--- src/design/event_channel_dispatch_macros.svh ---
// Assertion helpers
`ifndef EVENT_CHANNEL_DISPATCH_MACROS_SVH
`define EVENT_CHANNEL_DISPATCH_MACROS_SVH

`define ECD_ASSERT_IMPL(label, ante, cons) \
	label: assert property (@(posedge clk) disable iff (!arst_n) (ante) |-> (cons)) \
		else $error("assertion failed");

`define ECD_ASSERT_NEXT(label, ante, cons) \
	label: assert property (@(posedge clk) disable iff (!arst_n) (ante) |=> (cons)) \
		else $error("assertion failed");

`endif

--- src/design/ecd_pkg.sv ---
package ecd_pkg;

	typedef enum logic [2:0] {
		OP_RAISE  = 3'd0,
		OP_MASK   = 3'd1,
		OP_UNMASK = 3'd2,
		OP_CLEAR  = 3'd3,
		OP_NEXT   = 3'd4
	} op_t;

	localparam logic [1:0] ST_DONE      = 2'd0;
	localparam logic [1:0] ST_DELIVERED = 2'd1;
	localparam logic [1:0] ST_NONE      = 2'd2;

	typedef struct packed {
		logic [2:0] op;
		logic [9:0] port;
	} req_t;

	typedef struct packed {
		logic [1:0] status;
		logic [9:0] port_out;
		logic       upcall_flag;
		logic       callback_request;
	} rsp_t;

	typedef enum logic [3:0] {
		S_IDLE = 4'b0001,
		S_READ = 4'b0010,
		S_SCAN = 4'b0100,
		S_OUT  = 4'b1000
	} state_t;

	typedef struct packed {
		logic latch;
		logic exec;
		logic scan;
		logic emit;
	} cmd_t;

	typedef struct packed {
		logic is_next;
		logic scan_done;
	} sts_t;

endpackage

--- src/design/ecd_ctrl.sv ---
module ecd_ctrl (
	input  logic          clk,
	input  logic          arst_n,
	input  logic          in_valid,
	output logic          in_stall,
	output logic          out_valid,
	input  logic          out_stall,
	input  ecd_pkg::sts_t sts,
	output ecd_pkg::cmd_t cmd
);

	`include "event_channel_dispatch_macros.svh"

	ecd_pkg::state_t state_q, state_d;

	assign in_stall  = (state_q != ecd_pkg::S_IDLE);
	assign out_valid = (state_q == ecd_pkg::S_OUT);

	always_comb begin
		state_d   = state_q;
		cmd       = '0;
		case (state_q)
			ecd_pkg::S_IDLE: begin
				if (in_valid) begin
					cmd.latch = 1'b1;
					state_d   = ecd_pkg::S_READ;
				end
			end
			ecd_pkg::S_READ: begin
				if (sts.is_next) begin
					state_d = ecd_pkg::S_SCAN;
				end else begin
					cmd.exec = 1'b1;
					state_d  = ecd_pkg::S_OUT;
				end
			end
			ecd_pkg::S_SCAN: begin
				cmd.scan = 1'b1;
				if (sts.scan_done) state_d = ecd_pkg::S_OUT;
			end
			ecd_pkg::S_OUT: begin
				if (!out_stall) state_d = ecd_pkg::S_IDLE;
			end
			default: state_d = ecd_pkg::S_IDLE;
		endcase
	end

	always_ff @(posedge clk or negedge arst_n) begin
		if (!arst_n) state_q <= ecd_pkg::S_IDLE;
		else state_q <= state_d;
	end

	`ECD_ASSERT_IMPL(a_onehot, 1'b1, $onehot(state_q))
	`ECD_ASSERT_IMPL(a_excl, out_valid, in_stall)
	`ECD_ASSERT_NEXT(a_hold, out_valid && out_stall, out_valid)

endmodule

--- config.mk ---
export PLATFORM = sky130hd
export DESIGN_NAME = ecd_ctrl
export DESIGN_NICKNAME = d
export VERILOG_FILES = /design/src/design/ecd_pkg.sv /design/src/design/ecd_ctrl.sv
export VERILOG_INCLUDE_DIRS = /design/src /design/src/design
export SDC_FILE = /design/constraint.sdc
export NUM_CORES = 1
export LEC_CHECK = 0
export CORE_AREA = 5 5 42 44
export CTS_CLUSTER_SIZE = 40
export DETAILED_ROUTE_END_ITERATION = 12
export DIE_AREA = 0 0 47 49
export DONT_BUFFER_PORTS = 1
export PLACE_DENSITY = 0.31
export SYNTH_ARGS = -nofsm -noshare
export SYNTH_HDL_FRONTEND = slang
export SYNTH_SLANG_ARGS = --single-unit
--- constraint.sdc ---
create_clock -name clk -period 2.5 [get_ports clk]
set_clock_uncertainty 0.1 [all_clocks]
set_input_delay 0.375 -clock clk [delete_from_list [all_inputs] [get_ports clk]]
set_output_delay 0.375 -clock clk [all_outputs]
set_load 0.01 [all_outputs]
==> results <==
- During I/O placement, the number of pins put on the boundary was 12.
- The floorplan step defined a die boundary enclosing between 2000 and 2500 sq um.
- In the synthesized netlist, the number of instances is 31.
- STA classifies the critical path endpoint as an output pin.
- The launch point of the critical path is state_q[3]$_DFFE_PN0P_.
- The run finished with clean final reports.
- The cell type with the highest aggregate area in the netlist is sky130_fd_sc_hd__dfrtp_1.
- Data arrives at the worst endpoint at 1.27 ns.
- Relative to the synthesized area, the layout overhead comes to 14.7%.
- The top cell types in the final layout, fill and taps aside, are 3 x sky130_fd_sc_hd__nor2_1, 3 x sky130_fd_sc_hd__inv_1, 3 x sky130_fd_sc_hd__clkbuf_4, 3 x sky130_fd_sc_hd__dfrtp_1.
- The total negative setup slack is 0 ns.
- The detail-routed net length per standard cell is around 12 um.
- The cell area power density is 954 nW/um^2.
- The row count is 14.
- The number of cells on the worst reg-to-reg path is 3.
- The first-pass GRT wire length is 924 um.
- The congestion estimate from routability-driven global placement came to 0.672.
- The final wirelength is 608 um.
- In this run the post-CTS setup repair buffer count came out at 0.
- The count of input and output buffers is 0.
- The core region is 1400 sq um.
- The mean post-synth cell area is 8.76 sq um.
- The final instance count without filler cells is 49.
- The maximum resistive drop on vdd is around 0.00040 V.
- STA puts the critical path data required time at just over 2 ns.
- TritonCTS created 3 clock buffers.
- The clock tree from TritonCTS is built.
- The pin count of the biggest net entering global routing is 12.
- The tool flagged a number of max-cap violations equal to 0.
- The starting density of the core is 0.194.
- The die is 49 um tall.
- The slew at the pin closest to its max-slew limit is 0.559 ns.
- The area of combinational cells with multiple inputs is 143 sq um.
- After detailed routing, the number of vias per cell comes to 4.65.
- The count of synthesis-stage warnings from yosys is 0.
- The final max-slew violation count is 0.
- The setup check on the worst reg-to-reg path leaves a slack of about 1.2 ns.
- The worst slack on hold paths is 0.223 ns.
- The sequential cells in the finished layout cover a total of 101 sq um.
- The instance area after placement is 275 sq um.
- The type of element launching the critical path is a register.
- The number of global-route vias before repair came to around 210.
- Of the available clock period, the critical path in the final layout requires 0.699.
- The fraction of layout cells with a size suffix above 1 is 0.212.
- The horizontal extent of the die is between 40 and 50 um.
- Setup repair after global routing left no endpoint under its margin.
- The detailed router placed 228 vias in this run.
- The number of antenna violations at the first check in global routing came to 0.
- The worst hold-check path type is in -> reg.
- The endpoint of the worst setup timing path is cmd[1].
- The worst pin sits at a relative slew slack of 0.622.
- The register with the most flip-flops in the layout has 4 of them.
- The clock latency reported for the late side of the worst-skew pair is 0.24 ns.
- In this run, synthesis produced a sequential element count of 4.
- The layout has around 160 filler cells.
- In this run the cell area of the synthesized design comes to between 200 and 300 sq um.
- The number of hold-slack violations in the final timing report came to 0.
- The diode insertion count for antenna repair is 0.
- The post-synth net total is 37.
- Synthesis instantiated 20 different standard cells from the library.
- In this run the worst path has a maximum fanout of 7.
- Counting tap cells, the placed design contains a total of 44 instances.
- The worst path in the final design needs a cycle of 1.75 ns, including I/O delays and setup.
- For this run, the total global-route usage over all layers was measured as 0.0607.
- Once layout is done, the placed cells without fillers occupy about 310 sq um.
- The number of clock sinks is 4.
- The total of endpoints with negative setup slack in the final report is 0.
- The register name with the most flops is state_q.
- The capturing point of the worst reg2reg path is state_q[3]$_DFFE_PN0P_.
- In the post-synthesis netlist, the biggest area contributors are sky130_fd_sc_hd__dfrtp_1 28%, sky130_fd_sc_hd__dfstp_2 9.7%, sky130_fd_sc_hd__and2b_2 6.5%, sky130_fd_sc_hd__nand3b_1 5.5%, sky130_fd_sc_hd__o31ai_1 5.5%.
- For this block, the initial DRC count from the detailed router was 4.
- The type of the setup path with the least slack is reg -> out.
- The first-pass iteration count of the detailed router is 2.
- The detailed-route DRC error count is 0.
- In this run the static leakage power is 0.140 nW.
- The share of synthesized area in the top cell type comes to 0.276.
- The clock transition at the registers of the reported paths is 0.05 ns.
- At the end of the flow, the number of nets in the layout was 40.
- The number of H-tree levels is 1.
- After global routing the overflow that remains totals 0.
- In the final layout, the registers with the most flip-flops are state_q: 4 flops.
- Derived from the worst setup path, the maximum achievable clock frequency is 572 MHz.
- The clock tree root driver cell is sky130_fd_sc_hd__clkbuf_4.
- Of the synthesized area, sequential elements account for 0.373.
- The clock passes through at most 2 buffers.
- The worst hold path begins at sts[1].
- The worst register-to-register path begins at state_q[1]$_DFFE_PN0P_.
- In this run the remaining antenna-violating nets after routing total 0.
## area by class of cell
class | count | share of cell area
Clock buffer | 4 | 0.0843
Inverter | 3 | 0.0361
Multi-Input combinational cell | 21 | 0.458
Sequential cell | 4 | 0.325
Tap cell | 16 | 0.0643
Timing Repair Buffer | 1 | 0.0321
## logic make-up (layout without fill, tap and decap cells)
| group | after synthesis | in the layout | share of synthesized area |
|---|---|---|---|
| flops | 4 | 4 | 0.373 |
| other cells | 1 | 1 | 0.0138 |
| compound gates | 6 | 6 | 0.161 |
| buf+inv | 6 | 8 | 0.101 |
| simple gates | 14 | 14 | 0.350 |
## worst max-delay path, cell delays in order, from the launching register on
cell and delay (ns):
sky130_fd_sc_hd__dfrtp_1 0.43, sky130_fd_sc_hd__and2b_2 0.25, sky130_fd_sc_hd__nor3b_1 0.35
## stage by stage
step / setup WS (ns) / utilization / power (mW)
after floorplan: 1.03 / - / 0.197
after global placement: 0.952 / 0.196 / 0.207
after detailed placement: 0.962 / 0.196 / 0.209
after CTS: 0.708 / 0.222 / 0.305
after global routing: 0.671 / 0.222 / 0.323
final: 0.751 / 0.222 / 0.297
## power breakdown
group          internal, mW  switching [mW]  leakage [nW]
combinational        0.0411          0.0435        0.0744
clock                0.0601          0.0297        0.0150
sequential           0.0875          0.0353        0.0511
## synthesized netlist by cell type
master                     n
sky130_fd_sc_hd__nand4b_1  1
sky130_fd_sc_hd__nor3_1    2
sky130_fd_sc_hd__conb_1    1
sky130_fd_sc_hd__a21oi_1   2
sky130_fd_sc_hd__inv_1     3
sky130_fd_sc_hd__a221oi_1  1
sky130_fd_sc_hd__nand3b_1  2
sky130_fd_sc_hd__clkbuf_1  1
sky130_fd_sc_hd__and3b_2   1
sky130_fd_sc_hd__o311a_1   1
sky130_fd_sc_hd__and2b_2   2
sky130_fd_sc_hd__buf_4     1
sky130_fd_sc_hd__nor2_1    3
sky130_fd_sc_hd__dfstp_2   1
sky130_fd_sc_hd__o31ai_1   2
sky130_fd_sc_hd__dfrtp_1   3
sky130_fd_sc_hd__nor3b_1   1
sky130_fd_sc_hd__nor2b_1   1
sky130_fd_sc_hd__nor4b_1   1
sky130_fd_sc_hd__buf_2     1
## per-layer routing
layer	wire length (um)	GRT usage
met3	86	0.0775
met1	240	0.0643
met5	0	0
met4	0	0.0138
met2	281	0.0747
## how the worst min path moves through the flow
stage               cells past startpoint                     end
finish                                  3  state_q[3]$_DFFE_PN0P_
floorplan                               0  state_q[1]$_DFFE_PN0P_
CTS                                     3  state_q[3]$_DFFE_PN0P_
detailed placement                      0  state_q[1]$_DFFE_PN0P_
global route                            3  state_q[3]$_DFFE_PN0P_
global placement                        0  state_q[1]$_DFFE_PN0P_
## repair_timing
item / 4_1_cts / 5_1_grt
endpoints found under the hold margin: 4 / 0
hold buffers: 1 / 0
gates resized for setup: 0 / 0
(Power assumes the default switching activity.)
